<file path="src/rtl/core/alpn_pkg.sv">
// Shared types and protocol codes for the ALPN list selector.
`timescale 1ns / 1ps

package alpn_pkg;

  localparam int unsigned TDATA_IN_W  = 8;
  localparam int unsigned TDATA_OUT_W = 24;
  localparam int unsigned MATCH_OFF_W = 16;

  localparam logic [1:0] PROTO_NONE = 2'd0;
  localparam logic [1:0] PROTO_H2   = 2'd1;
  localparam logic [1:0] PROTO_HTTP = 2'd2;

  typedef struct packed {
    logic                   list_malformed;
    logic [MATCH_OFF_W-1:0] match_offset;
    logic [1:0]             selected_protocol;
  } result_t;

endpackage

</file>
<file path="src/rtl/core/alpn_list_select.sv">
// Top level of the streaming ALPN protocol selector.
//
//   channel   dir  handshake                  payload
//   s_axis    in   s_axis_tvalid/tready       tdata list_byte, tlast last_byte
//   m_axis    out  m_axis_tvalid/tready       tdata result, one per list
//   cfg       in   cfg_valid/cfg_ready        h2_enable
//
// One list byte per cycle while s_axis_tready is high; the result is formed from the byte with tlast.
// Scan state lives in registers updated on each input transfer; the result is held
// in an output register backed by a one-entry skid register.
// s_axis_tready drops only while the skid register is occupied.
// Reset clears all scan state and sets h2_enable.
`timescale 1ns / 1ps

module alpn_list_select #(
  parameter int unsigned OFFSET_BITS = 16
) (
  input  logic                               clk_i,
  input  logic                               rst_ni,
  input  logic                               s_axis_tvalid_i,
  output logic                               s_axis_tready_o,
  input  logic [alpn_pkg::TDATA_IN_W-1:0]    s_axis_tdata_i,  // [7:0] list_byte
  input  logic                               s_axis_tlast_i,
  output logic                               m_axis_tvalid_o,
  input  logic                               m_axis_tready_i,
  // [1:0] selected_protocol, [17:2] match_offset, [18] list_malformed, [23:19] zero
  output logic [alpn_pkg::TDATA_OUT_W-1:0]   m_axis_tdata_o,
  input  logic                               cfg_valid_i,
  output logic                               cfg_ready_o,
  input  logic                               cfg_data_i
);

  logic              h2_enable_q;
  logic              take, res_valid;
  alpn_pkg::result_t res, out_q, skid_q;
  logic              out_valid_q, skid_valid_q;

  assign take            = s_axis_tvalid_i && s_axis_tready_o;
  assign res_valid       = take && s_axis_tlast_i;
  assign s_axis_tready_o = !skid_valid_q;
  assign cfg_ready_o     = 1'b1;

  alpn_scan #(
    .OFFSET_BITS(OFFSET_BITS)
  ) u_scan (
    .clk_i       (clk_i),
    .rst_ni      (rst_ni),
    .take_i      (take),
    .byte_i      (s_axis_tdata_i),
    .last_i      (s_axis_tlast_i),
    .h2_enable_i (h2_enable_q),
    .res_o       (res)
  );

  always_ff @(posedge clk_i or negedge rst_ni) begin
    if (!rst_ni) begin
      h2_enable_q <= 1'b1;
    end else if (cfg_valid_i) begin
      h2_enable_q <= cfg_data_i;
    end
  end

  always_ff @(posedge clk_i or negedge rst_ni) begin
    if (!rst_ni) begin
      out_valid_q  <= 1'b0;
      skid_valid_q <= 1'b0;
    end else if (!out_valid_q || m_axis_tready_i) begin
      if (skid_valid_q) begin
        out_valid_q  <= 1'b1;
        skid_valid_q <= 1'b0;
      end else begin
        out_valid_q <= res_valid;
      end
    end else if (res_valid) begin
      skid_valid_q <= 1'b1;
    end
  end

  always_ff @(posedge clk_i) begin
    if (!out_valid_q || m_axis_tready_i) begin
      out_q <= skid_valid_q ? skid_q : res;
    end else if (res_valid) begin
      skid_q <= res;
    end
  end

  assign m_axis_tvalid_o = out_valid_q;
  assign m_axis_tdata_o  = alpn_pkg::TDATA_OUT_W'(out_q);

endmodule

</file>
<file path="src/rtl/core/alpn_scan.sv">
// Per-byte ALPN list scanner: entry tracking, name compare and selection.
`timescale 1ns / 1ps

module alpn_scan #(
  parameter int unsigned OFFSET_BITS = 16
) (
  input  logic              clk_i,
  input  logic              rst_ni,
  input  logic              take_i,
  input  logic [7:0]        byte_i,
  input  logic              last_i,
  input  logic              h2_enable_i,
  output alpn_pkg::result_t res_o
);

  localparam logic [OFFSET_BITS-1:0] POS_MAX = '1;
  localparam logic [7:0] H2_LEN   = 8'd2;
  localparam logic [7:0] HTTP_LEN = 8'd8;
  localparam logic [7:0] H2_NAME   [2] = '{8'h68, 8'h32};
  localparam logic [7:0] HTTP_NAME [8] = '{8'h68, 8'h74, 8'h74, 8'h70,
                                           8'h2F, 8'h31, 8'h2E, 8'h31};

  logic [OFFSET_BITS-1:0] pos_q, pos_d, start_q, start_d;
  logic [OFFSET_BITS-1:0] h2_off_q, h2_off_d, http_off_q, http_off_d;
  logic [7:0]             len_q, len_d, rem_q, rem_d, idx;
  logic                   h2_cand_q, h2_cand_d, http_cand_q, http_cand_d;
  logic                   h2_found_q, h2_found_d, http_found_q, http_found_d;
  logic                   broken_q, broken_d, bad;

  function automatic logic [OFFSET_BITS-1:0] sat_inc(input logic [OFFSET_BITS-1:0] v);
    return (v == POS_MAX) ? v : v + 1'b1;
  endfunction

  assign idx = len_q - rem_q;

  always_comb begin
    pos_d        = sat_inc(pos_q);
    start_d      = start_q;
    h2_off_d     = h2_off_q;
    http_off_d   = http_off_q;
    len_d        = len_q;
    rem_d        = rem_q;
    h2_cand_d    = h2_cand_q;
    http_cand_d  = http_cand_q;
    h2_found_d   = h2_found_q;
    http_found_d = http_found_q;
    broken_d     = broken_q;
    if (!broken_q) begin
      if (rem_q == 8'd0) begin
        if (byte_i == 8'd0) begin
          broken_d = 1'b1;
        end else begin
          len_d       = byte_i;
          rem_d       = byte_i;
          start_d     = sat_inc(pos_q);
          h2_cand_d   = (byte_i == H2_LEN);
          http_cand_d = (byte_i == HTTP_LEN);
        end
      end else begin
        if (idx >= H2_LEN || H2_NAME[idx[0]] != byte_i) begin
          h2_cand_d = 1'b0;
        end
        if (idx >= HTTP_LEN || HTTP_NAME[idx[2:0]] != byte_i) begin
          http_cand_d = 1'b0;
        end
        rem_d = rem_q - 8'd1;
        if (rem_q == 8'd1) begin
          if (h2_cand_d && !h2_found_q) begin
            h2_found_d = 1'b1;
            h2_off_d   = start_q;
          end
          if (http_cand_d && !http_found_q) begin
            http_found_d = 1'b1;
            http_off_d   = start_q;
          end
          h2_cand_d   = 1'b0;
          http_cand_d = 1'b0;
        end
      end
    end
  end

  assign bad = broken_d || (rem_d != 8'd0);

  always_comb begin
    res_o.list_malformed    = bad;
    res_o.selected_protocol = alpn_pkg::PROTO_NONE;
    res_o.match_offset      = '0;
    if (h2_enable_i && h2_found_d) begin
      res_o.selected_protocol = alpn_pkg::PROTO_H2;
      res_o.match_offset      = alpn_pkg::MATCH_OFF_W'(h2_off_d);
    end else if (http_found_d) begin
      res_o.selected_protocol = alpn_pkg::PROTO_HTTP;
      res_o.match_offset      = alpn_pkg::MATCH_OFF_W'(http_off_d);
    end
  end

  always_ff @(posedge clk_i or negedge rst_ni) begin
    if (!rst_ni) begin
      pos_q        <= '0;
      start_q      <= '0;
      h2_off_q     <= '0;
      http_off_q   <= '0;
      len_q        <= '0;
      rem_q        <= '0;
      h2_cand_q    <= 1'b0;
      http_cand_q  <= 1'b0;
      h2_found_q   <= 1'b0;
      http_found_q <= 1'b0;
      broken_q     <= 1'b0;
    end else if (take_i) begin
      if (last_i) begin
        pos_q        <= '0;
        start_q      <= '0;
        h2_off_q     <= '0;
        http_off_q   <= '0;
        len_q        <= '0;
        rem_q        <= '0;
        h2_cand_q    <= 1'b0;
        http_cand_q  <= 1'b0;
        h2_found_q   <= 1'b0;
        http_found_q <= 1'b0;
        broken_q     <= 1'b0;
      end else begin
        pos_q        <= pos_d;
        start_q      <= start_d;
        h2_off_q     <= h2_off_d;
        http_off_q   <= http_off_d;
        len_q        <= len_d;
        rem_q        <= rem_d;
        h2_cand_q    <= h2_cand_d;
        http_cand_q  <= http_cand_d;
        h2_found_q   <= h2_found_d;
        http_found_q <= http_found_d;
        broken_q     <= broken_d;
      end
    end
  end

endmodule

</file>
<file path="config.mk">
export PLATFORM = sky130hd
export DESIGN_NAME = alpn_list_select
export DESIGN_NICKNAME = d
export VERILOG_FILES = /design/src/rtl/core/alpn_pkg.sv /design/src/rtl/core/alpn_list_select.sv /design/src/rtl/core/alpn_scan.sv
export SDC_FILE = /design/constraint.sdc
export NUM_CORES = 1
export LEC_CHECK = 0
export ABC_AREA = 1
export BUFFER_PORTS_ARGS = -buffer_cell sky130_fd_sc_hd__buf_2
export CELL_PAD_IN_SITES_DETAIL_PLACEMENT = 1
export CELL_PAD_IN_SITES_GLOBAL_PLACEMENT = 1
export CORE_ASPECT_RATIO = 2
export CORE_UTILIZATION = 46
export DETAILED_ROUTE_END_ITERATION = 10
export PLACE_DENSITY_LB_ADDON = 0.05
export SLEW_MARGIN = 10
export SYNTH_ARGS = -nofsm -noshare
export SYNTH_HDL_FRONTEND = slang
export SYNTH_SLANG_ARGS = --single-unit
</file>
<file path="constraint.sdc">
create_clock -name clk_i -period 3.8 [get_ports clk_i]
set_clock_uncertainty 0.05 [all_clocks]
set_input_delay 0.38 -clock clk_i [delete_from_list [all_inputs] [get_ports clk_i]]
set_output_delay 0.38 -clock clk_i [all_outputs]
set_load 0.02 [all_outputs]
</file>
==> Flow_metrics.wiki <==
{| class="wikitable"
! Metric !! Value
|-
| Post-synth EDFFs || 38
|-
| Critical path cell sequence || inv_1 -> ha_1 -> inv_1 -> fa_1 -> ha_1 -> inv_1 -> nand3_1 -> nand2_1 -> nand2_1 -> nand2_1 -> nor2_1 -> nand3_1 -> nor2_4 -> nand4_1 -> nand2_1 -> nand2_1 -> nand2_1 -> nand2_1 -> nand2_1
|-
| Cell chosen for the clock root || sky130_fd_sc_hd__clkbuf_16
|-
| Antenna violations before repair || 0
|-
| First-pass GRT wire length || about 34 mm
|-
| Layout overhead on the synthesized area || 13.42%
|-
| Final cycle utilization of the critical path || 95.12%
|-
| Number of instances in the synthesized netlist || 885
|-
| Detailed placement HPWL || 16.13 mm
|-
| Std cell rows || 63
|-
| Die Span X || 88.84 um
|-
| Die height || 175.7 um
|-
| Violation count after the first detailed-route iteration || 239
|-
| Type of the setup path with the least slack || flip-flop to flip-flop
|-
| Final nets || 955
|-
| Post-route total power || 0.005149 W
|-
| Share of synthesized area occupied by flip-flops and latches || about half
|-
| Setup repair after global routing missed its margin || false
|-
| Power Dens Cells || 654.3 nW/um2
|-
| H-tree levels || 4
|-
| Peak clock frequency supported by timing || 0.2767 GHz
|-
| Clk sinks || approximately 130
|-
| Routed wire per std cell || 18.54 um
|-
| Max stage delay cell, worst path || sky130_fd_sc_hd__fa_1
|-
| Post-synthesis average cell area || roughly 7.8 um2
|-
| Number of input and output port buffers inserted || 35
|-
| Diode count || 0
|-
| Die area || 15,610 um2
|-
| Global Route Usage Sum || 29.66%
|-
| Overall routed net length || between 20 and 25 mm
|-
| Cell area after synthesis || 6938 um2
|-
| CTS tree || done
|-
| Synthesis warning total || 0
|-
| Dominant delay contributor by cell family on the critical path || simple AND/OR/NAND/NOR gates
|-
| Final count of negative-setup-slack endpoints || 0
|-
| Detail-routed via count per cell || 5.456
|-
| Max-cap violations || 0
|-
| ANT nets after route || 0
|-
| Worst path buffer plus inverter count || 3
|-
| Pin count of the biggest net entering global routing || 43
|-
| Most used flip-flop cell after synthesis || sky130_fd_sc_hd__dfrtp_1
|-
| Largest vdd supply drop || 389.9 uV
|-
| Power share of the combinational group || 39.2%
|-
| Summed negative setup slack over all endpoints || 0 ns
|-
| Number of distinct library cell variants in the gate-level netlist after synthesis || 44
|-
| Fraction of layout cells with a size suffix above 1 || 12.71%
|-
| Share of synthesized registers carrying an async set or reset || approximately 70%
|-
| Vias after detailed routing || 6,171
|-
| Global placer's final weighted congestion || 0.9640
|-
| Register clock-pin slew on the reported worst setup and hold paths || about 0.060 ns
|-
| Sequential share of power || 31.0%
|-
| Initial Utilization || a little under half
|-
| Critical path peak fanout || 17
|-
| Count of endpoints failing hold in the final timing report || 0
|-
| Tmin final || 3.615 ns
|-
| Crit path DAT || 3.86 ns
|-
| Number of global-route vias before repair || 6,726
|-
| Type of origin of the critical path || flip-flop
|-
| Classification of the worst-slack hold path || input port to flip-flop
|-
| CP peak stage delay || between 0.6 and 0.7 ns
|-
| Switching pwr || between 0.002 and 0.0025 W
|-
| Number of synthesized register bits || between 100 and 150
|-
| Placeable Area || 14,740 um2
|-
| Length of the first detailed-routing pass in iterations || 4
|-
| Clock buffer count from CTS || 17
|-
| Slew of the pin with the lowest slew margin || 0.8813 ns
|-
| Worst Hold Slack || about 0.14 ns
|-
| Sw frac || 40.21%
|-
| CTS max path bufs || 2
|-
| Number of remaining DRC errors || 0
|-
| Insertion delay to the later sink of the worst-skew pair || 0.43 ns
|-
| Total I/O pin count || 42
|-
| Leakage power of the design || 3.927 nW
|-
| Final-report max-slew violation count || 0
|-
| Element type at the critical path end || flip-flop
|-
| Share of power burned in the clock network || 29.8%
|-
| Run status || completed
|-
| Most repeated library cell on the critical path || sky130_fd_sc_hd__nand2_1
|-
| Worst relative slew slack || 41.10%
|-
| Internal power of the cells || roughly 0.0031 W
|-
| Congestion Overflow GR || 0
|-
| Required time at the endpoint of the critical path || 4.04 ns
|}
[power by group through the flow]
stage	Clock, W	Combinational (W)	Sequential (W)
after detailed placement	0	0.00200	0.00162
final	0.00154	0.00202	0.00159
after CTS	0.00156	0.00201	0.00159
after floorplan	0	0.00141	0.00162
after global placement	0	0.00191	0.00161
after global routing	0.00161	0.00228	0.00161
[path summary, 6_finish.rpt]
path	start	slack [ns]	cells past startpoint	to
max in group asynchronous	rst_ni	2.42	3	u_scan.pos_q[11]
hold reg to reg	u_scan.http_off_q[5]	0.43	2	u_scan.http_off_q[5]
min in group asynchronous	rst_ni	0.45	2	u_scan.h2_off_q[0]
hold / removal	cfg_data_i	0.14	2	h2_enable_q
setup reg to reg	u_scan.len_q[0]	0.19	19	m_axis_tdata_o[7]
setup / recovery	u_scan.len_q[0]	0.19	19	m_axis_tdata_o[7]
[state kept, by name, summed over array words and instances, names as in the netlist]
register,cells
skid_q,19
u_scan.h2_off_q,16
u_scan.http_off_q,16
m_axis_tdata_o,19
u_scan.http_cand_q,1
u_scan.h2_found_q,1
u_scan.broken_q,1
u_scan.rem_q,8
m_axis_tvalid_o,1
u_scan.pos_q,16
u_scan.len_q,8
skid_valid_q,1
u_scan.h2_cand_q,1
u_scan.http_found_q,1
h2_enable_q,1
u_scan.start_q,16
[final cells by class]
class	count	area, um2
Clock buffer	21	440.4
Clock inverter	10	97.59
Fill cell	1870	6872
Inverter	82	309.0
Multi-Input combinational cell	646	3133
Sequential cell	126	3344
Tap cell	195	244.0
Timing Repair Buffer	51	300.3
[cells by family after synthesis]
| group | count (synthesis) | synth area share (%) |
|---|---|---|
| AO/OA/AOI/OAI | 116 | 9.721 |
| XOR/XNOR | 6 | 0.7574 |
| adder cells (fa/ha/maj) | 16 | 2.994 |
| buffers and inverters | 117 | 7.178 |
| flip-flops | 126 | 48.21 |
| multiplexers | 1 | 0.1623 |
| other | 2 | 0.1082 |
| AND/OR/NAND/NOR | 501 | 30.87 |
[layout by cell type, fill, tap and decap left out, types with 6 or more instances in the layout]
cell | synthesis | final
sky130_fd_sc_hd__buf_4 | 7 | 16
sky130_fd_sc_hd__buf_2 | 4 | 34
sky130_fd_sc_hd__inv_1 | 74 | 74
sky130_fd_sc_hd__nand2_1 | 352 | 351
sky130_fd_sc_hd__dfrtp_1 | 87 | 87
sky130_fd_sc_hd__nand4_1 | 24 | 24
sky130_fd_sc_hd__ha_1 | 15 | 15
sky130_fd_sc_hd__nand3_1 | 39 | 39
sky130_fd_sc_hd__clkinv_2 | 1 | 7
sky130_fd_sc_hd__nor2_1 | 37 | 36
sky130_fd_sc_hd__o22ai_1 | 11 | 11
sky130_fd_sc_hd__clkbuf_16 | 0 | 17
sky130_fd_sc_hd__nand2_2 | 24 | 25
sky130_fd_sc_hd__a21oi_1 | 21 | 21
sky130_fd_sc_hd__o21ai_0 | 60 | 60
sky130_fd_sc_hd__nor3_1 | 10 | 10
sky130_fd_sc_hd__edfxtp_1 | 38 | 38
sky130_fd_sc_hd__conb_1 | 2 | 6
sky130_fd_sc_hd__a22o_1 | 17 | 17
[synth_stat cells, types with 17 or more instances]
library cell / count / area, um2
sky130_fd_sc_hd__edfxtp_1: 38 / 1141
sky130_fd_sc_hd__nand3_1: 39 / 195.2
sky130_fd_sc_hd__clkbuf_1: 21 / 78.83
sky130_fd_sc_hd__inv_1: 74 / 277.8
sky130_fd_sc_hd__nand2_1: 352 / 1321
sky130_fd_sc_hd__nor2_1: 37 / 138.9
sky130_fd_sc_hd__a21oi_1: 21 / 105.1
sky130_fd_sc_hd__a22o_1: 17 / 148.9
sky130_fd_sc_hd__o21ai_0: 60 / 300.3
sky130_fd_sc_hd__nand2_2: 24 / 150.1
sky130_fd_sc_hd__dfrtp_1: 87 / 2177
sky130_fd_sc_hd__nand4_1: 24 / 150.1
[metal layers]
layer / vias to the layer above / global-route usage, % / wire length, um / share of wire, %
met5: - / 0 / 0 / 0
met4: 0 / 17.54 / 1124 / 5.4
met3: 58 / 4.934 / 494 / 2.4
met2: 130 / 56.86 / 12250 / 58
li1: 2947 / - / - / -
met1: 3036 / 27.93 / 7095 / 34
[metrics by stage]
step                setup WS, ns  cells  area [um2]  util (%)
floorplan                 0.9530    889        6953         -
global placement          0.1927   1098        7300     49.52
detailed placement       0.07599   1098        7300     49.52
CTS                      0.05994   1130        7848     53.24
global route            0.003940   1131        7869     53.38
finish                    0.1855   1131        7869     53.38
[what timing repair did]
| action | 4_1_cts | 5_1_grt |
|---|---|---|
| endpoints found under the hold margin | 39 | 0 |
| setup buffers | 0 | 1 |
| hold buffers | 1 | 0 |
| endpoints found under the setup margin | 0 | 16 |
| gates resized for setup | 0 | 2 |
(Power assumes the default switching activity.)
